### config.mk
export PLATFORM = sky130hd
export DESIGN_NAME = sma_dist
export DESIGN_NICKNAME = d
export VERILOG_FILES = /design/src/sv/shell_mass_accumulator_defines.svh /design/src/sv/sma_pkg.sv /design/src/sv/sma_dist.sv
export SDC_FILE = /design/constraint.sdc
export NUM_CORES = 2
export LEC_CHECK = 0
export ABC_CLOCK_PERIOD_IN_PS = 8860
export BUFFER_PORTS_ARGS = -buffer_cell sky130_fd_sc_hd__buf_2
export CAP_MARGIN = 30
export CORE_AREA = 5 5 473 475
export DETAILED_ROUTE_END_ITERATION = 10
export DIE_AREA = 0 0 478 480
export PLACE_DENSITY_LB_ADDON = 0.12
export SYNTH_ARGS = -nofsm -noshare
export SYNTH_HDL_FRONTEND = slang
export SYNTH_SLANG_ARGS = --single-unit
### constraint.sdc
create_clock -name aclk -period 8.86 [get_ports aclk]
set_input_delay 1.329 -clock aclk [delete_from_list [all_inputs] [get_ports aclk]]
set_output_delay 1.329 -clock aclk [all_outputs]
set_load 0.05 [all_outputs]
### src/sv/shell_mass_accumulator_defines.svh
`ifndef SHELL_MASS_ACCUMULATOR_DEFINES_SVH
`define SHELL_MASS_ACCUMULATOR_DEFINES_SVH

// check a same-cycle implication, clocked by aclk, off during reset
`define SMA_ASSERT_IMPL(name, ante, cons) \
    name: assert property (@(posedge aclk) disable iff (!aresetn) (ante) |-> (cons)) \
        else $error("shell_mass_accumulator: same-cycle check failed");

// check an implication in the next cycle, clocked by aclk, off during reset
`define SMA_ASSERT_NEXT(name, ante, cons) \
    name: assert property (@(posedge aclk) disable iff (!aresetn) (ante) |=> (cons)) \
        else $error("shell_mass_accumulator: next-cycle check failed");

`endif

### src/sv/sma_pkg.sv
package sma_pkg;

    localparam int POS_BITS_DEF  = 24;
    localparam int MASS_BITS_DEF = 32;

    localparam int CFG_W     = 44;
    localparam int CFG_IDX_W = 2;
    localparam int RSQ_W     = 44;
    localparam int SUM_W     = 48;
    localparam int CNT_W     = 32;

    localparam int SHIFT_R2 = 2;
    localparam int SHIFT_R4 = 4;
    localparam int SHIFT_R8 = 6;

    typedef enum logic [CFG_IDX_W-1:0] {
        REG_CENTER_X  = 2'd0,
        REG_CENTER_Y  = 2'd1,
        REG_CENTER_Z  = 2'd2,
        REG_RADIUS_SQ = 2'd3
    } sma_reg_t;

    typedef struct packed {
        logic r1;
        logic r2;
        logic r4;
        logic r8;
    } sma_hits_t;

    typedef struct packed {
        logic      valid;
        logic      last;
        sma_hits_t hits;
    } sma_ctl_t;

endpackage

### src/sv/sma_dist.sv
module sma_dist
    import sma_pkg::*;
#(
    parameter int POS_BITS  = POS_BITS_DEF,
    parameter int MASS_BITS = MASS_BITS_DEF
) (
    input  logic                 aclk,
    input  logic                 aresetn,
    input  logic                 en,
    input  logic                 in_valid,
    input  logic [POS_BITS-1:0]  in_px,
    input  logic [POS_BITS-1:0]  in_py,
    input  logic [POS_BITS-1:0]  in_pz,
    input  logic [MASS_BITS-1:0] in_pmass,
    input  logic                 in_last,
    input  logic [POS_BITS-1:0]  center_x,
    input  logic [POS_BITS-1:0]  center_y,
    input  logic [POS_BITS-1:0]  center_z,
    input  logic [RSQ_W-1:0]     radius_sq,
    output sma_ctl_t             out_ctl,
    output logic [MASS_BITS-1:0] out_mass
);

    localparam int DIF_W = POS_BITS + 1;
    localparam int SQ_W  = 2 * DIF_W;
    localparam int D2_W  = SQ_W + 2;
    localparam int CMP_W = (D2_W > RSQ_W + SHIFT_R8) ? D2_W : RSQ_W + SHIFT_R8;

    logic [POS_BITS-1:0]     pos [3];
    logic [POS_BITS-1:0]     ctr [3];
    logic signed [DIF_W-1:0] diff [3];
    logic [DIF_W-1:0]        adiff_next [3];
    logic [DIF_W-1:0]        adiff_reg [3];
    logic [SQ_W-1:0]         sq_reg [3];
    logic [D2_W-1:0]         d2;
    logic [CMP_W-1:0]        d2_ext;
    logic [CMP_W-1:0]        thr_r1;
    logic [CMP_W-1:0]        thr_r2;
    logic [CMP_W-1:0]        thr_r4;
    logic [CMP_W-1:0]        thr_r8;
    sma_hits_t               hits_next;

    logic                    valid1_reg;
    logic                    valid2_reg;
    logic                    valid3_reg;
    logic                    last1_reg;
    logic                    last2_reg;
    logic                    last3_reg;
    sma_hits_t               hits_reg;
    logic [MASS_BITS-1:0]    mass1_reg;
    logic [MASS_BITS-1:0]    mass2_reg;
    logic [MASS_BITS-1:0]    mass3_reg;

    assign pos[0] = in_px;
    assign pos[1] = in_py;
    assign pos[2] = in_pz;
    assign ctr[0] = center_x;
    assign ctr[1] = center_y;
    assign ctr[2] = center_z;

    always_comb begin
        for (int i = 0; i < 3; i++) begin
            diff[i] = $signed({pos[i][POS_BITS-1], pos[i]})
                    - $signed({ctr[i][POS_BITS-1], ctr[i]});
            adiff_next[i] = diff[i][DIF_W-1] ? DIF_W'(-diff[i]) : DIF_W'(diff[i]);
        end
    end

    always_comb begin
        d2 = D2_W'(sq_reg[0]) + D2_W'(sq_reg[1]) + D2_W'(sq_reg[2]);
        d2_ext = CMP_W'(d2);
        thr_r1 = CMP_W'(radius_sq);
        thr_r2 = CMP_W'(radius_sq) << SHIFT_R2;
        thr_r4 = CMP_W'(radius_sq) << SHIFT_R4;
        thr_r8 = CMP_W'(radius_sq) << SHIFT_R8;
        hits_next.r1 = d2_ext < thr_r1;
        hits_next.r2 = d2_ext < thr_r2;
        hits_next.r4 = d2_ext < thr_r4;
        hits_next.r8 = d2_ext < thr_r8;
    end

    always_ff @(posedge aclk) begin
        if (!aresetn) begin
            valid1_reg    <= 1'b0;
            valid2_reg    <= 1'b0;
            valid3_reg    <= 1'b0;
        end else if (en) begin
            valid1_reg    <= in_valid;
            valid2_reg    <= valid1_reg;
            valid3_reg    <= valid2_reg;
        end
    end

    always_ff @(posedge aclk) begin
        if (en) begin
            for (int i = 0; i < 3; i++) begin
                adiff_reg[i] <= adiff_next[i];
                sq_reg[i]    <= adiff_reg[i] * adiff_reg[i];
            end
            mass1_reg     <= in_pmass;
            mass2_reg     <= mass1_reg;
            mass3_reg     <= mass2_reg;
            last1_reg     <= in_last;
            last2_reg     <= last1_reg;
            last3_reg     <= last2_reg;
            hits_reg      <= hits_next;
        end
    end

    always_comb begin
        out_ctl.valid = valid3_reg;
        out_ctl.last  = last3_reg;
        out_ctl.hits  = hits_reg;
    end

    assign out_mass = mass3_reg;

endmodule

## After elaboration in Yosys (flattened, before gate mapping)

Memory sizes are Yosys's and may differ from the RTL's.
Cells that the tools add are included.

| cells by class | value |
|---|---|
| multipliers | 3 |
| order comparisons | 4 |
| multiplexer cells | 5 |
| add/subtract/negate cells | 8 |

Operators by type and width:

| cell | count |
|---|---|
| $mul A25 B25 Y50 | 3 |
| $mux W25 | 3 |
| $neg A25 Y25 | 3 |
| $sub A24 B24 Y25 | 3 |
| $add A51 B50 Y52 | 1 |
| $lt A52 B44 Y1 | 1 |
| $lt A52 B46 Y1 | 1 |
| $lt A52 B48 Y1 | 1 |
| $lt A52 B50 Y1 | 1 |
| $add A50 B50 Y51 | 1 |
| $mux W1 | 2 |

| word-level totals | value |
|---|---|
| register bits after elaboration | 106 |
| memory bits (writable) | 225 |
| output and inout bits | 38 |
| memories kept | 2 |

Memories:

| name | words | bits a word | read ports | clocked after memory_dff | write ports | RTL line | RTL |
|---|---|---|---|---|---|---|---|
| sq_reg | 3 | 50 | 3 | 0 | 3 | sma_dist.sv:34 | `logic [SQ_W-1:0] sq_reg [3];` |
| adiff_reg | 3 | 25 | 3 | 0 | 3 | sma_dist.sv:33 | `logic [DIF_W-1:0] adiff_reg [3];` |

## Depth between registers and ports, before layout

An unclocked memory read counts as a cell.

| depth | value |
|---|---|
| depth in word-level cells | 4 |
| depth in mapped cells | 29 |
| gate-level depth less buffers | 27 |

## Least setup slack after synthesis

OpenSTA, ideal clock, no wires.

| path | value |
|---|---|
| path kind | register -> register |
| start | memory adiff_reg[0][3] (netlist name) |
| end | memory sq_reg[0][46] (netlist name) (data pin) |
| period minus slack after synthesis | 7417 ps |
| slack | 1443 ps |
| arrival time | 7136 ps |
| library setup time | 281 ps |
| cell stages (with the launch flop) | 30 |
| cells stage by stage | edfxtp_1 -> clkbuf_1 -> clkbuf_1 -> nand2_1 -> fa_1 -> inv_1 -> fa_1 -> inv_1 -> fa_1 -> inv_1 -> fa_1 -> inv_1 -> fa_1 -> inv_1 -> fa_1 -> inv_1 -> fa_1 -> inv_1 -> ha_1 -> clkbuf_1 -> a21o_1 -> a21o_1 -> a221oi_1 -> o21ai_0 -> a32oi_1 -> o211ai_1 -> a21oi_1 -> o221a_2 -> o21a_1 -> o311ai_0 |

RTL lines:

| what | RTL line |
|---|---|
| start: declaration | sma_dist.sv:33 |
| end: declaration | sma_dist.sv:34 |

==> results.py <==
metrics = {
    "status": {
        "status": "finished, final reports clean",
    },
    "synthesis": {
        "syn_avg_cell_area_um2": 9.460,
        "synthTopCellsByArea": "fa_1, ha_1, edfxtp_1",
        "synth_top_cell_area_share_pct": 38.09,
        "ys_async_sr_fraction_pct": 0,
        "yosys.area.top_type": "fa_1",
        "netlist_area_um2": 76260,
        "synth_top_cells_by_count": "inv_1, fa_1, ha_1",
        "syn_inst": 8062,
        "yosysSeqAreaShare_pct": 12.88,
        "synth_ff_type": "edfxtp_1",
        "synth.distinct_cells": 83,
        "synth-edff-count": 325,
        "yosysWarnings": 0,
        "synth-seq-cells": 328,
        "synth.most_common_cell": "inv_1",
    },
    "drt": {
        "routed_wirelength_mm": 204.3,
        "via_count": 53532,
        "ant_nets": 0,
        "avgViaCountPerCell": 4.789,
        "drt_iter0_drc": 2481,
        "drc": 0,
        "wl_per_cell_um": 18.27,
        "first_pass_iters": 7,
    },
    "global_route": {
        "grt_max_degree": 127,
        "gr-total-overflow": 0,
        "grt_pass1_wl_mm": 327.3,
        "grt_usage_pct": 18.05,
        "antenna_found_initial": 6,
        "grt_pass1_vias": 58279,
    },
    "sta": {
        "fmax_mhz": 120.3,
        "drv_slew": 0,
        "worst_slew_pin_slew_ns": 0.9972,
        "fin_hold_ws_ns": 0.4150,
        "slew-limit-headroom_pct": 31.80,
        "setup_viol": 0,
        "hold_viol_final": 0,
        "fin_crit_sh_pct": 93.81,
        "finClkSkew_ns": 0.02428,
        "tns_ns": 0,
        "fin_crit_ns": 8.312,
        "rsz0062_at_grt": "false",
    },
    "setup_path": {
        "timing.rr.start": "adiff_reg[0][19]$_DFFE_PP_",
        "worst_ep_arrival_time_ns": 8.69,
        "worstSetupEndpointType": "flop",
        "crit_path_start_kind": "flop",
        "rrSetupSlack_ns": 0.55,
        "crit_type": "reg -> reg",
        "worst_r2r_path_depth": 26,
        "r2r_end": "sq_reg[0][43]$_DFFE_PP_",
        "crit_path_max_fanout": 10,
        "cp.required_ns": 9.23,
    },
    "floorplanning": {
        "start_util_pct": 34.85,
        "die_area_um2": 229400,
        "core.rowCount": 172,
        "die_width_um": 478,
        "io_pins": 263,
        "fp.dieH_um": 480,
        "coreArea_um2": 218900,
    },
    "final_layout": {
        "largest_reg_flops": 147,
        "fillers": 22154,
        "fin_cells": 11178,
        "areaGrowthSynthToFinish_pct": 8.539,
        "drive_gt1_share_pct": 6.045,
        "fin_nets": 10798,
    },
    "clocking": {
        "htree_num_levels": 2,
        "clk-insertion-delay-late_ns": 0.67,
        "root_buffer": "clkbuf_16",
        "clk_pin_slew_ns": 0.06,
        "cts_tree": "yes",
        "cts_buffers": 45,
        "cts_max_path_buffers": 3,
        "ctsResizeCount": 0,
        "clkSinkCount": 328,
    },
    "min_path": {
        "min_to": "out_mass[7]$_DFFE_PP_",
        "whs_path_depth": 0,
        "min_path_type": "reg -> reg",
        "worstHoldStart": "mass2_reg[7]$_DFFE_PP_",
    },
    "run": {
        "drv_cap": 0,
    },
    "placement": {
        "portBuffers": 262,
        "dp.cells": 11088,
        "dpl.hpwl_mm": 176.1,
        "globalplace.congestion": 0.8464,
    },
}
cells by family (layout without fill, tap and decap cells):
group,after synthesis,count (layout),synth area share (%)
buffers and inverters,2442,2683,12.05
multiplexers,11,11,0.1509
XOR/XNOR,334,334,3.836
flip-flops,328,328,12.88
AO/OA/AOI/OAI,999,999,8.380
other,2,6,0.009847
AND/OR/NAND/NOR,1641,1641,10.60
adder cells (fa/ha/maj),2305,2305,52.10
worst max-delay path by stage:
stage / endpoint / start
2_1_floorplan: sq_reg[0][46]$_DFFE_PP_ / adiff_reg[0][3]$_DFFE_PP_
3_3_place_gp: sq_reg[0][43]$_DFFE_PP_ / adiff_reg[0][3]$_DFFE_PP_
3_5_place_dp: sq_reg[0][43]$_DFFE_PP_ / adiff_reg[0][3]$_DFFE_PP_
4_1_cts: sq_reg[0][43]$_DFFE_PP_ / adiff_reg[0][3]$_DFFE_PP_
5_1_grt: sq_reg[0][43]$_DFFE_PP_ / adiff_reg[0][9]$_DFFE_PP_
6_report: sq_reg[0][43]$_DFFE_PP_ / adiff_reg[0][19]$_DFFE_PP_
per-stage QoR:
step                      utilization [%]  instance area (um^2)  setup slack, ns
after detailed placement            37.11                 81220           0.3877
after global placement              37.10                 81210           0.4169
after CTS                           37.80                 82740           0.3325
after floorplan                         -                 76270            1.443
final                               37.82                 82780           0.5483
after global routing                37.82                 82770           0.1736
cell usage in the layout (no fill, tap or decap), drive strengths merged, types with 59 or more instances in the layout:
cell	count
buf	381
o21ai	186
nand3	59
edfxtp	325
inv	2225
nand4	67
xor2	105
xnor2	229
nand2	645
nor2	233
and2	382
fa	1451
a21o	175
a21oi	308
ha	854
cell type report:
type | instances | area [um^2] | area share (%)
Multi-Input combinational cell | 5293 | 57260 | 69.17
Tap cell | 2871 | 3592 | 4.340
Clock inverter | 33 | 375.4 | 0.4535
Inverter | 2219 | 8329 | 10.06
Clock buffer | 50 | 1145 | 1.383
Antenna cell | 3 | 7.507 | 0.009069
Timing Repair Buffer | 381 | 2250 | 2.718
Sequential cell | 328 | 9819 | 11.86
critical path, cell delays in order (launching register included):
cell	delay [ns]
edfxtp_1	0.71
buf_4	0.25
nand2_1	0.08
fa_1	0.53
inv_1	0.07
fa_1	0.53
fa_1	0.55
inv_1	0.05
fa_1	0.54
inv_1	0.07
fa_1	0.49
fa_1	0.49
inv_1	0.05
fa_1	0.47
inv_1	0.04
ha_1	0.35
a21oi_1	0.34
o211ai_1	0.15
a221oi_1	0.43
o211ai_1	0.14
a21oi_1	0.17
o31ai_1	0.12
buf_4	0.18
a21boi_0	0.51
o21bai_1	0.19
a311oi_1	0.34
xnor2_1	0.18
what timing repair did:
action                                 4_1_cts  5_1_grt
setup buffers                                0        4
endpoints found under the hold margin        0        0
hold buffers                                 0        0
setup endpoints to repair                    0        1
layer usage:
layer | vias up | routed length [um] | GRT usage, %
li1 | 25275 | - | -
met3 | 159 | 6812 | 1.682
met1 | 27244 | 93780 | 24.66
met2 | 854 | 99460 | 31.31
met5 | - | 0 | 0
met4 | 0 | 4195 | 3.730
Power is not shown: default switching activity piles up to over one toggle a cycle in this logic, so the estimate is an artifact.
