**config.mk**
```make
export PLATFORM = sky130hd
export DESIGN_NAME = sma_accum
export DESIGN_NICKNAME = d
export VERILOG_FILES = /design/src/sv/shell_mass_accumulator_defines.svh /design/src/sv/sma_pkg.sv /design/src/sv/sma_accum.sv
export SDC_FILE = /design/constraint.sdc
export NUM_CORES = 1
export LEC_CHECK = 0
export BUFFER_PORTS_ARGS = -buffer_cell sky130_fd_sc_hd__buf_2
export CAP_MARGIN = 10
export CORE_UTILIZATION = 40
export DETAILED_ROUTE_END_ITERATION = 12
export GPL_ROUTABILITY_DRIVEN = 1
export GPL_TIMING_DRIVEN = 1
export PLACE_DENSITY = 0.59
export SLEW_MARGIN = 15
export SYNTH_ARGS = -nofsm -noshare
export SYNTH_HDL_FRONTEND = slang
export SYNTH_SLANG_ARGS = --single-unit
```
**constraint.sdc**
```tcl
create_clock -name aclk -period 21.2 [get_ports aclk]
set_clock_uncertainty 0.05 [all_clocks]
set_input_delay 4.24 -clock aclk [delete_from_list [all_inputs] [get_ports aclk]]
set_output_delay 4.24 -clock aclk [all_outputs]
set_load 0.02 [all_outputs]
```
**src/sv/shell_mass_accumulator_defines.svh**
```systemverilog
`ifndef SHELL_MASS_ACCUMULATOR_DEFINES_SVH
`define SHELL_MASS_ACCUMULATOR_DEFINES_SVH

// check a same-cycle implication, clocked by aclk, off during reset
`define SMA_ASSERT_IMPL(name, ante, cons) \
    name: assert property (@(posedge aclk) disable iff (!aresetn) (ante) |-> (cons)) \
        else $error("shell_mass_accumulator: same-cycle check failed");

// check an implication in the next cycle, clocked by aclk, off during reset
`define SMA_ASSERT_NEXT(name, ante, cons) \
    name: assert property (@(posedge aclk) disable iff (!aresetn) (ante) |=> (cons)) \
        else $error("shell_mass_accumulator: next-cycle check failed");

`endif

```
**src/sv/sma_pkg.sv**
```systemverilog
package sma_pkg;

    localparam int POS_BITS_DEF  = 24;
    localparam int MASS_BITS_DEF = 32;

    localparam int CFG_W     = 44;
    localparam int CFG_IDX_W = 2;
    localparam int RSQ_W     = 44;
    localparam int SUM_W     = 48;
    localparam int CNT_W     = 32;

    localparam int SHIFT_R2 = 2;
    localparam int SHIFT_R4 = 4;
    localparam int SHIFT_R8 = 6;

    typedef enum logic [CFG_IDX_W-1:0] {
        REG_CENTER_X  = 2'd0,
        REG_CENTER_Y  = 2'd1,
        REG_CENTER_Z  = 2'd2,
        REG_RADIUS_SQ = 2'd3
    } sma_reg_t;

    typedef struct packed {
        logic r1;
        logic r2;
        logic r4;
        logic r8;
    } sma_hits_t;

    typedef struct packed {
        logic      valid;
        logic      last;
        sma_hits_t hits;
    } sma_ctl_t;

endpackage

```
**src/sv/sma_accum.sv**
```systemverilog
module sma_accum
    import sma_pkg::*;
#(
    parameter int MASS_BITS = MASS_BITS_DEF
) (
    input  logic                 aclk,
    input  logic                 aresetn,
    input  logic                 en,
    input  sma_ctl_t             in_ctl,
    input  logic [MASS_BITS-1:0] in_mass,
    input  logic                 out_ready,
    output logic                 out_valid,
    output logic [SUM_W-1:0]     out_mass_r1,
    output logic [SUM_W-1:0]     out_mass_r2,
    output logic [SUM_W-1:0]     out_mass_r4,
    output logic [SUM_W-1:0]     out_mass_r8,
    output logic [CNT_W-1:0]     out_count
);

    logic [3:0]       hit;
    logic [SUM_W:0]   add [4];
    logic [SUM_W-1:0] sum_next [4];
    logic [SUM_W-1:0] sum_reg [4];
    logic [CNT_W:0]   cnt_add;
    logic [CNT_W-1:0] cnt_next;
    logic [CNT_W-1:0] cnt_reg;
    logic             take;
    logic             load;
    logic             out_valid_reg;
    logic [SUM_W-1:0] out_sum_reg [4];
    logic [CNT_W-1:0] out_count_reg;

    assign hit  = {in_ctl.hits.r8, in_ctl.hits.r4, in_ctl.hits.r2, in_ctl.hits.r1};
    assign take = en && in_ctl.valid;
    assign load = take && in_ctl.last;

    always_comb begin
        for (int i = 0; i < 4; i++) begin
            add[i]      = {1'b0, sum_reg[i]} + (SUM_W + 1)'(in_mass);
            sum_next[i] = !hit[i]     ? sum_reg[i] :
                          add[i][SUM_W] ? {SUM_W{1'b1}} : add[i][SUM_W-1:0];
        end
        cnt_add  = {1'b0, cnt_reg} + (CNT_W + 1)'(1);
        cnt_next = !hit[0]          ? cnt_reg :
                   cnt_add[CNT_W]   ? {CNT_W{1'b1}} : cnt_add[CNT_W-1:0];
    end

    always_ff @(posedge aclk) begin
        if (!aresetn) begin
            for (int i = 0; i < 4; i++) begin
                sum_reg[i] <= '0;
            end
            cnt_reg       <= '0;
            out_valid_reg <= 1'b0;
        end else begin
            if (take) begin
                for (int i = 0; i < 4; i++) begin
                    sum_reg[i] <= in_ctl.last ? '0 : sum_next[i];
                end
                cnt_reg <= in_ctl.last ? '0 : cnt_next;
            end
            if (load) begin
                out_valid_reg <= 1'b1;
            end else if (out_ready) begin
                out_valid_reg <= 1'b0;
            end
        end
    end

    always_ff @(posedge aclk) begin
        if (load) begin
            for (int i = 0; i < 4; i++) begin
                out_sum_reg[i] <= sum_next[i];
            end
            out_count_reg <= cnt_next;
        end
    end

    assign out_valid   = out_valid_reg;
    assign out_mass_r1 = out_sum_reg[0];
    assign out_mass_r2 = out_sum_reg[1];
    assign out_mass_r4 = out_sum_reg[2];
    assign out_mass_r8 = out_sum_reg[3];
    assign out_count   = out_count_reg;

endmodule

```
* Word-level counts from Yosys, hierarchy flattened
Memories as Yosys holds them, arrays and structs flattened.
Cells that the tools add are included.
** Storage, ports and cells
- Flip-flop bits (word level) :: 65
- RAM bits :: 384
- Input port bits :: 42
- Output and inout bits :: 225
- Logic and storage cells :: 44
- Memories kept :: 2
** Cells by class
- Add/sub/neg operators :: 5
- Muxes and demuxes :: 27
- Bitwise gates (word level) :: 4
- Reduce and logical (&&, ||, !) cells :: 3
** Memory list
- out_sum_reg :: depth 4, width 48, rd ports 4, clocked after memory_dff 0, wr ports 4, RTL line sma_accum.sv:30 : logic [SUM_W-1:0] out_sum_reg [4];
- sum_reg :: depth 4, width 48, rd ports 4, clocked after memory_dff 0, wr ports 4, RTL line sma_accum.sv:23 : logic [SUM_W-1:0] sum_reg [4];
** Operator list (count)
- $mux 48 :: 16
- $add 48x32->49 :: 4
- $mux 32 :: 3
- $add 32x1->33 const B :: 1
- $mux 1 :: 8
- $or 1x1->1 :: 4
- $logic_and 1x1->1 :: 2
- $reduce_bool 2->1 :: 1

* Logic depth before layout (Yosys ltp)
Gate-level depths: netlist (run 1).
- Depth after elaboration :: 5
- Depth in mapped cells :: 14
- Mapped depth without buffers :: 12

* Least setup slack after synthesis (run 1)
Ideal clock, no wire load.
- Path kind :: input port to flip-flop
- Start :: input port en
- End :: register cnt_reg[22]
- Setup time :: 0.440 ns
- Arrival time :: 10.799 ns
- Required time :: 20.710 ns
- Path slack :: 9.911 ns
- Stages on the path :: 7
- Buffers on the path :: 3
- Cell sequence :: nand2_1 -> and2_1 -> clkbuf_1 -> inv_1 -> clkbuf_1 -> clkbuf_1 -> a221oi_1
** On the way
- Word-level cells in the longest chain between the ends :: 1
** Ends and longest elaborated chain
- from (decl) :: RTL line sma_accum.sv:8 : input logic en,
- $logic_and 1x1->1 :: RTL line sma_accum.sv:34 : assign take = en && in_ctl.valid;
- to (signal assigned) :: RTL line sma_accum.sv:60 : cnt_reg <= in_ctl.last ? '0 : cnt_next;
- to (decl) :: RTL line sma_accum.sv:26 : logic [CNT_W-1:0] cnt_reg;
No other way between the ends.
A chain may end at the register's enable or synchronous reset.

==> impl_metrics.toml, run 1 <==
[drt]
drc = 0
drtIter0Drc = 1732
num_vias = 20000
vias_per_cell = 5.68
drtPass1Iterations = 6
ant_nets = 0
postRouteWirelength_um = 73300
drt-wirelength-per-cell_um = 20.8

[finish]
final_util_pct = 46.4
fillers = 5997
n_antenna_cell = 0
drive_gt1_share_pct = 15.5
regArea_mm2 = 0.0132
syn_to_final_growth_pct = 14.1
fin_nets = 2810
multi_input_area_mm2 = 0.0120

[global_routing]
grt_usage_pct = 21.9
grt_pass1_vias = 19300
use_met2_pct = 36.2
antenna_found_initial = 1
grt.overflow.total = 0
met3_usage_pct = 3.09
busiest_layer = "met2"
grtUsageMet1_pct = 29.3
grt_pass1_wl_um = 112000
grt_max_degree = 146

[yosys]
synth_top_area_share_pct = 48.5
synthFlopType = "edfxtp_1"
synth_edf_count = 416
synth_cells = 2416
syn_area_per_cell_um2 = 10.7
yosys.area.top_type = "edfxtp_1"
yosys-top-cells-area = "edfxtp_1 (49%), ha_1 (6.3%), a21oi_1 (4.5%)"
yosysSeqAreaShare_pct = 51.1
synthArstFlopShare_pct = 0
yosysWarnings = 0
syn_nets = 2591
ys_ff_latch = 449
synth.distinct_cells = 93
syn_area_mm2 = 0.0257

[worst_setup_path]
critPathCapture = "sum_reg[3][28]"
start_kind = "input port"
path_class = "input port to register"
crit_start = "in_mass[0]"
reg2reg_to = "sum_reg[3][28]"
cp-end-kind = "register"
reg2regPathDepth = 12
required_ps = 21520
crit_arrival_ps = 8230
reg2reg_from = "sum_reg[3][0]"
worstPathMaxFanout = 19
r2r_slack_ps = 16770

[sta]
period_minus_slack_ps = 7910
worstMarginPinSlew_ps = 1200
hold_ws_ps = 444
finalHoldViolCount = 0
setup_viol = 0
fmax_mhz = 126
timing.setup.tns_ps = 0
slew_violations = 0
slew_headroom_pct = 19.4
post-route-period-util_pct = 37.3
rsz0062_at_grt = "false"

[floorplan]
pin_count = 267
dieWidth_um = 256
core_mm2 = 0.0633
die_area_mm2 = 0.0654
die_y_um = 256
std_cell_rows = 92
initial_core_util_pct = 40.7

[clock_tree]
cts.path.max_buffers = 3
cts_setup_buffers = 0
cts_tree = "done"
cts_resized = 0
cts_buffers = 51
clockRootBuffer = "clkbuf_16"
path_clk_slew_ps = 60
clock_sinks = 449
ctsHoldBuffers = 0
insertion_delay_ps = 610
htree_num_levels = 2

[placed_design]
dp_hpwl_um = 50500
io_buffer_count = 266
gp_congestion = 0.905

[pwr]
power_w = 0.00228
powerDensity_mw_per_mm2 = 77.7
leakage_nw = 11.6
ir_drop_mv = 0.0552

[run]
drv_cap = 0

[outcome]
status = "finished clean"

[hold_path]
hp-class = "register to register"
-- metal layers --
metal / vias up / share of wire, % / wire length (um)
met5: - / 0 / 0
met1: 9811 / 45 / 32700
met2: 598 / 47 / 34500
met4: 0 / 3.1 / 2270
met3: 111 / 5.2 / 3810
li1: 9489 / - / -
-- critical path, cell delays in order --
cell and delay [ps]:
buf_2 190, ha_1 270, fa_1 420, a21oi_1 220
nor3b_1 100, nor4_1 320, o31a_1 330, o21ai_1 170
a211oi_2 320, a21oi_2 230, a21boi_2 970, a21oi_1 230
and2_1 220
-- per-stage QoR --
stage          instance area, um^2  worst slack (ps)  std cells
2_1_floorplan                25700              9910       2416
4_1_cts                      29400             13390       3523
5_1_grt                      29400             13110       3523
3_5_place_dp                 27800             12750       3428
3_3_place_gp                 27800             12860       3428
6_report                     29400             13290       3523
-- where the power goes --
group | internal, W | total [W] | switching (W)
registers | 0.00102 | 0.00104 | 0.0000238
logic | 0.000137 | 0.000375 | 0.000238
clock network | 0.000495 | 0.000866 | 0.000371
-- synth_stat cells, types with 9 or more instances --
master and number:
buf_2 22, nand4_1 37, dfxtp_1 33, a31oi_2 9, edfxtp_1 416, and2_1 156, a211oi_1 16, o21ai_0 104
xnor2_1 93, a22o_1 26, o31ai_1 12, ha_1 129, o21bai_1 27, inv_1 35, o211ai_1 13, clkbuf_1 81
nand3_1 85, nor2_1 162, a31oi_1 31, a21o_1 59, nand2_1 229, mux2_2 18, o21a_1 23, nor3_1 34
a21oi_1 231, nor2b_1 12, and3_1 36, xor2_1 68, o22a_1 62
-- area by class of cell --
| cell class | count | share of cell area [%] |
|---|---|---|
| clock inverter | 28 | 0.924 |
| tap | 846 | 3.60 |
| sequential | 449 | 44.8 |
| inverter | 36 | 0.485 |
| timing repair buffer | 280 | 4.90 |
| multi-input combinational | 1817 | 40.8 |
| clock buffer | 67 | 4.55 |
-- worst min-delay path by stage --
| stage | start | end | slack, ps | depth (start not counted) |
|---|---|---|---|---|
| global route | cnt_reg[14] | cnt_reg[14] | 460 | 2 |
| floorplan | cnt_reg[14] | cnt_reg[14] | 410 | 2 |
| global placement | cnt_reg[14] | cnt_reg[14] | 420 | 2 |
| CTS | cnt_reg[14] | cnt_reg[14] | 440 | 2 |
| finish | cnt_reg[14] | cnt_reg[14] | 440 | 2 |
| detailed placement | cnt_reg[14] | cnt_reg[14] | 430 | 2 |
-- placed cells by master, fill, tap and decap left out, types with 9 or more instances in the layout --
master       n
a31oi_1     31
a211oi_1    16
and2_1     156
xor2_1      68
o21ai_0    103
inv_1       34
o31ai_1     12
a21oi_1    231
edfxtp_1   416
a21o_1      59
nor3_1      34
o21bai_1    27
o21a_1      23
nor2b_1     12
clkbuf_16   51
nand3_1     85
o211ai_1    13
a22o_1      26
dfxtp_1     33
buf_4       13
mux2_2      18
nand4_1     37
xnor2_1     93
nor2_1     162
a31oi_2      9
buf_2      266
ha_1       129
clkbuf_1    16
clkinv_1    11
and3_1      35
nand2_1    229
o22a_1      62
-- kinds of logic (layout without fill, tap and decap cells) --
family          Yosys count  after routing  synth area share [%]
simple gates            816            816                  15.8
compound gates          684            684                  17.7
flops                   449            449                  51.1
xor+xnor                161            161                  5.48
buf+inv                 150            411                  2.41
fa+ha+maj               133            133                  6.58
mux                      23             23                  1.00
No activity file was read; power rests on OpenSTA's default activity.
==> run 2, diff against run 1 <==
PLACE_DENSITY = 0.61   (was 0.59)
clock period = 7.2 ns   (was 21.2 ns; I/O delays follow)
==> run 2 against run 1 <==
  * Combinational power grew to 3.0 times the previous value
  * Critical path type unchanged
  * Sequential power rose to 2.9 times the previous value
  * Utilization is essentially flat
  * Routed wire length up 0.57%
  * Sequential share of layout area about the same
  * First-iteration DRC count is 9.0% lower
  * Non-clock buffer count fell by 2
  * Cell area hardly changed
==> impl_metrics.toml, run 2 (synthesized netlist as in run 1, its figures left out) <==
[worst_setup_path]
path_class = "input port to register"
cp-end-kind = "register"
required_ps = 7500
worstPathMaxFanout = 15
reg2regPathDepth = 12
reg2reg_to = "sum_reg[0][18]"
r2r_slack_ps = 2820
start_kind = "input port"
reg2reg_from = "sum_reg[0][0]"
crit_arrival_ps = 5380

[sta]
period_minus_slack_ps = 5070
fmax_mhz = 197
worstMarginPinSlew_ps = 1330
setup_viol = 0
rsz0062_at_grt = "false"
timing.setup.tns_ps = 0
post-route-period-util_pct = 70.5
hold_ws_ps = 434
slew_headroom_pct = 11.6
finalHoldViolCount = 0
slew_violations = 0

[clock_tree]
ctsHoldBuffers = 0
cts_resized = 0
insertion_delay_ps = 620
htree_num_levels = 2
cts.path.max_buffers = 3
cts_tree = "done"
clock_sinks = 449
clockRootBuffer = "clkbuf_16"
path_clk_slew_ps = 60
cts_buffers = 50
cts_setup_buffers = 0

[floorplan]
pin_count = 267
core_mm2 = 0.0633
std_cell_rows = 92
die_area_mm2 = 0.0654
die_y_um = 256
dieWidth_um = 256
initial_core_util_pct = 40.7

[finish]
fin_nets = 2807
fin_cells = 3515
final_cell_mix = "edfxtp_1 (416), buf_2 (266), a21oi_1 (231), nand2_1 (229), nor2_1 (162)"
drive_gt1_share_pct = 15.7
final_common_cell = "edfxtp_1"
syn_to_final_growth_pct = 14.1
n_antenna_cell = 0

[hold_path]
min_path_cells = 2
worstHoldStart = "cnt_reg[14]"
hp-class = "register to register"
hold_path_end = "cnt_reg[14]"

[placed_design]
gp_congestion = 0.926
dp_hpwl_um = 50700
placed_cells = 3426
io_buffer_count = 266

[drt]
drt-wirelength-per-cell_um = 21.0
drtIter0Drc = 1576
ant_nets = 0
vias_per_cell = 5.71
drc = 0
num_vias = 20100
drtPass1Iterations = 5
postRouteWirelength_um = 73700

[pwr]
powerDensity_mw_per_mm2 = 228
ir_drop_mv = 0.117
leakage_nw = 11.6

[global_routing]
grt_pass1_wl_um = 113000
grt_max_degree = 192
grt.overflow.total = 0
grt_pass1_vias = 19600
grt_usage_pct = 22.1
antenna_found_initial = 3

[run]
drv_cap = 0

[outcome]
status = "finished clean"
run 2: changes by cell type in the layout (fill, tap and decap cells not counted):
cell | previous run | this run
clkinvlp_4 | 0 | 3
clkbuf_1 | 16 | 10
clkinv_2 | 8 | 10
clkinv_16 | 0 | 1
buf_4 | 13 | 9
clkinv_8 | 2 | 0
o21ai_4 | 0 | 1
o21ai_2 | 3 | 2
clkbuf_8 | 0 | 2
buf_6 | 1 | 0
bufinv_16 | 4 | 2
buf_12 | 0 | 3
clkinv_1 | 11 | 7
run 2: stage by stage:
stage / total power (W) / utilization (%) / worst slack [ps] / area (um^2)
2_1_floorplan: 0.00390 / - / 1910 / 25800
3_3_place_gp: 0.00421 / 43.9 / 1700 / 27800
3_5_place_dp: 0.00422 / 43.9 / 1580 / 27800
4_1_cts: 0.00674 / 46.4 / 2210 / 29400
5_1_grt: 0.00695 / 46.4 / 1960 / 29400
6_report: 0.00669 / 46.4 / 2130 / 29400
run 2: per-layer routing:
layer	routed length [um]	up-vias	GRT usage, %
met5	0	-	0
met3	4270	148	2.67
met1	32400	9764	30.0
met4	2950	0	9.00
met2	34100	663	35.8
li1	-	9488	-
run 2: layout make-up:
type                       instances  area [um^2]
tap                              846         1060
multi-input combinational       1817        12000
timing repair buffer             278         1460
clock inverter                    26          226
fill                            5951        33900
inverter                          36          143
clock buffer                      63         1340
sequential                       449        13200
run 2: power breakdown:
| group | total (W) | internal, W | switching (W) |
|---|---|---|---|
| logic | 0.00112 | 0.000406 | 0.000711 |
| registers | 0.00306 | 0.00300 | 0.0000695 |
| clock network | 0.00251 | 0.00140 | 0.00111 |
run 2: critical path: stages:
cell and delay [ps]:
buf_2 210, ha_1 270, fa_1 440, a211o_1 330, and2_1 150, o41ai_1 560
o211a_1 290, o32ai_1 110, o21ai_0 210, and2_0 800, buf_4 310, a21oi_1 100
and2_1 140
run 2: worst max path at each step:
stage                from              to  slack, ps  depth (start not counted)
3_3_place_gp   in_mass[0]  sum_reg[0][17]       1700                         13
6_report       in_mass[0]  sum_reg[0][18]       2130                         13
4_1_cts        in_mass[0]  sum_reg[3][11]       2210                         13
5_1_grt        in_mass[0]  sum_reg[3][18]       1960                         13
3_5_place_dp   in_mass[0]  sum_reg[3][16]       1580                         13
2_1_floorplan          en     cnt_reg[22]       1910                          7
==> run 3, diff against run 2 <==
PLACE_DENSITY = 0.59   (was 0.61)
clock period = 5.1 ns   (was 7.2 ns; I/O delays follow)
==> run 3 against run 2 <==
  * Clock-buffer cell count grew 1
  * Combinational power grew 43%
  * Sequential cell count is the same
  * Routed wire length grew 0.11%
  * Cell area grew 1.4%
  * Clock power grew 57%
  * Non-clock buffer count grew 22
  * Highest routed layer is now met5
  * Critical path type unchanged
  * Critical path depth shrank 1
==> impl_metrics.toml, run 3 (synthesized netlist as in run 1, its figures left out) <==
[outcome]
status = "finished clean"

[worst_setup_path]
critPathTopFamily = "compound AO/OA/AOI/OAI gates"
reg2reg_from = "sum_reg[0][0]"
start_kind = "input port"
r2r_slack_ps = 1100
reg2regPathDepth = 11
crit_arrival_ps = 4530
crit_slowest_cell = "o41ai_1"
reg2reg_to = "sum_reg[0][36]"
required_ps = 5360
worst-path-buf-inv = 1
cp-end-kind = "register"
path_class = "input port to register"
cpPeakStageDelay_ps = 580
crit_path_cell_trace = "buf_2 -> ha_1 -> fa_1 -> a211o_1 -> and2_1 -> o41ai_1 -> o211a_1 -> o32ai_1 -> or2_1 -> and2_0 -> nand2_1 -> a21oi_1"
worstPathMaxFanout = 18

[finish]
syn_to_final_growth_pct = 15.7
drive_gt1_share_pct = 16.6
final_util_pct = 47.0
fin_cells = 3541
regArea_mm2 = 0.0132
multi_input_area_mm2 = 0.0120
fillers = 5932
n_antenna_cell = 0
final_cell_mix = "edfxtp_1 (416), buf_2 (266), a21oi_1 (231), nand2_1 (229), nor2_1 (162)"
fin_nets = 2829
final_common_cell = "edfxtp_1"

[sta]
worstMarginPinSlew_ps = 1030
hold_ws_ps = 443
period_minus_slack_ps = 4270
setup_viol = 0
post-route-period-util_pct = 83.7
fmax_mhz = 234
slew_violations = 0
slew_headroom_pct = 30.5
timing.setup.tns_ps = 0
rsz0062_at_grt = "false"
finalHoldViolCount = 0

[hold_path]
min_path_cells = 2
hp-class = "register to register"
hold_path_end = "cnt_reg[14]"
worstHoldStart = "cnt_reg[14]"

[clock_tree]
cts_resized = 0
path_clk_slew_ps = 60
cts_tree = "done"
cts_setup_buffers = 0
clock_sinks = 449
clockRootBuffer = "clkbuf_16"
cts_buffers = 50
cts.path.max_buffers = 3
insertion_delay_ps = 620
htree_num_levels = 2
ctsHoldBuffers = 0

[global_routing]
grt_usage_pct = 22.2
grt_pass1_wl_um = 113000
antenna_found_initial = 1
grt.overflow.total = 0
grt_pass1_vias = 19400
grt_max_degree = 192

[floorplan]
die_area_mm2 = 0.0654
core_mm2 = 0.0633
std_cell_rows = 92
dieWidth_um = 256
pin_count = 267
initial_core_util_pct = 40.7
die_y_um = 256

[drt]
postRouteWirelength_um = 73800
ant_nets = 0
drc = 0
drtIter0Drc = 1376
drtPass1Iterations = 7
num_vias = 20000
vias_per_cell = 5.64
drt-wirelength-per-cell_um = 20.8

[placed_design]
placed_cells = 3448
gp_congestion = 0.927
io_buffer_count = 266
dp_hpwl_um = 51100

[pwr]
ir_drop_mv = 0.219
powerDensity_mw_per_mm2 = 331
sw_frac_of_total_pct = 27.2
switchingPower_w = 0.00269
internal_power_w = 0.00717
comb_power_share_pct = 16.2
power_frac_seq_pct = 43.8
leakage_nw = 11.8
power_frac_clock_pct = 40.0

[run]
drv_cap = 0
run 3: cell type report:
class	count	share of cell area [%]
clock inverters	29	1.40
repair buffers	300	5.58
well taps	846	3.55
flip-flops and latches	449	44.2
inverters	36	0.479
multi-input cells	1817	40.3
clock buffers	64	4.58
run 3: per-layer routing:
metal | vias to the layer above | track usage (%) | wire [um]
met2 | 570 | 36.1 | 34000
met4 | 4 | 9.61 | 3220
met3 | 150 | 3.30 | 3920
li1 | 9556 | - | -
met1 | 9676 | 29.3 | 32600
met5 | - | 0 | 26
run 3: worst reg2reg max path, delay by kind of cell (launching register included):
kind / cells / cell delay [ps]
AO/OA/AOI/OAI: 5 / 1470
AND/OR/NAND/NOR: 4 / 1160
adder cells (fa/ha/maj): 2 / 650
flip-flops: 1 / 390
run 3: metrics by stage:
stage | worst slack (ps) | power [W] | cell area, um^2
6_report | 830 | 0.00986 | 29800
5_1_grt | 573 | 0.0102 | 29800
4_1_cts | 864 | 0.00994 | 29800
3_5_place_dp | 209 | 0.00598 | 28000
3_3_place_gp | 409 | 0.00596 | 28000
2_1_floorplan | 230 | 0.00551 | 25800
run 3: power by group through the flow:
stage               clock network (W)  logic, W  registers (W)
CTS                           0.00403   0.00159        0.00432
floorplan                           0   0.00105        0.00446
global route                  0.00416   0.00175        0.00434
global placement                    0   0.00157        0.00440
detailed placement                  0   0.00158        0.00440
finish                        0.00394   0.00160        0.00432
run 3: worst max-delay path by stage:
stage                     endpoint  depth (start not counted)  slack (ps)  startpoint
floorplan              cnt_reg[22]                          7         230          en
global placement    sum_reg[0][44]                         12         410  in_mass[0]
detailed placement  sum_reg[0][36]                         12         210  in_mass[0]
CTS                 sum_reg[0][44]                         12         860  in_mass[0]
global route        sum_reg[0][36]                         12         570  in_mass[0]
finish              sum_reg[0][36]                         12         830  in_mass[0]
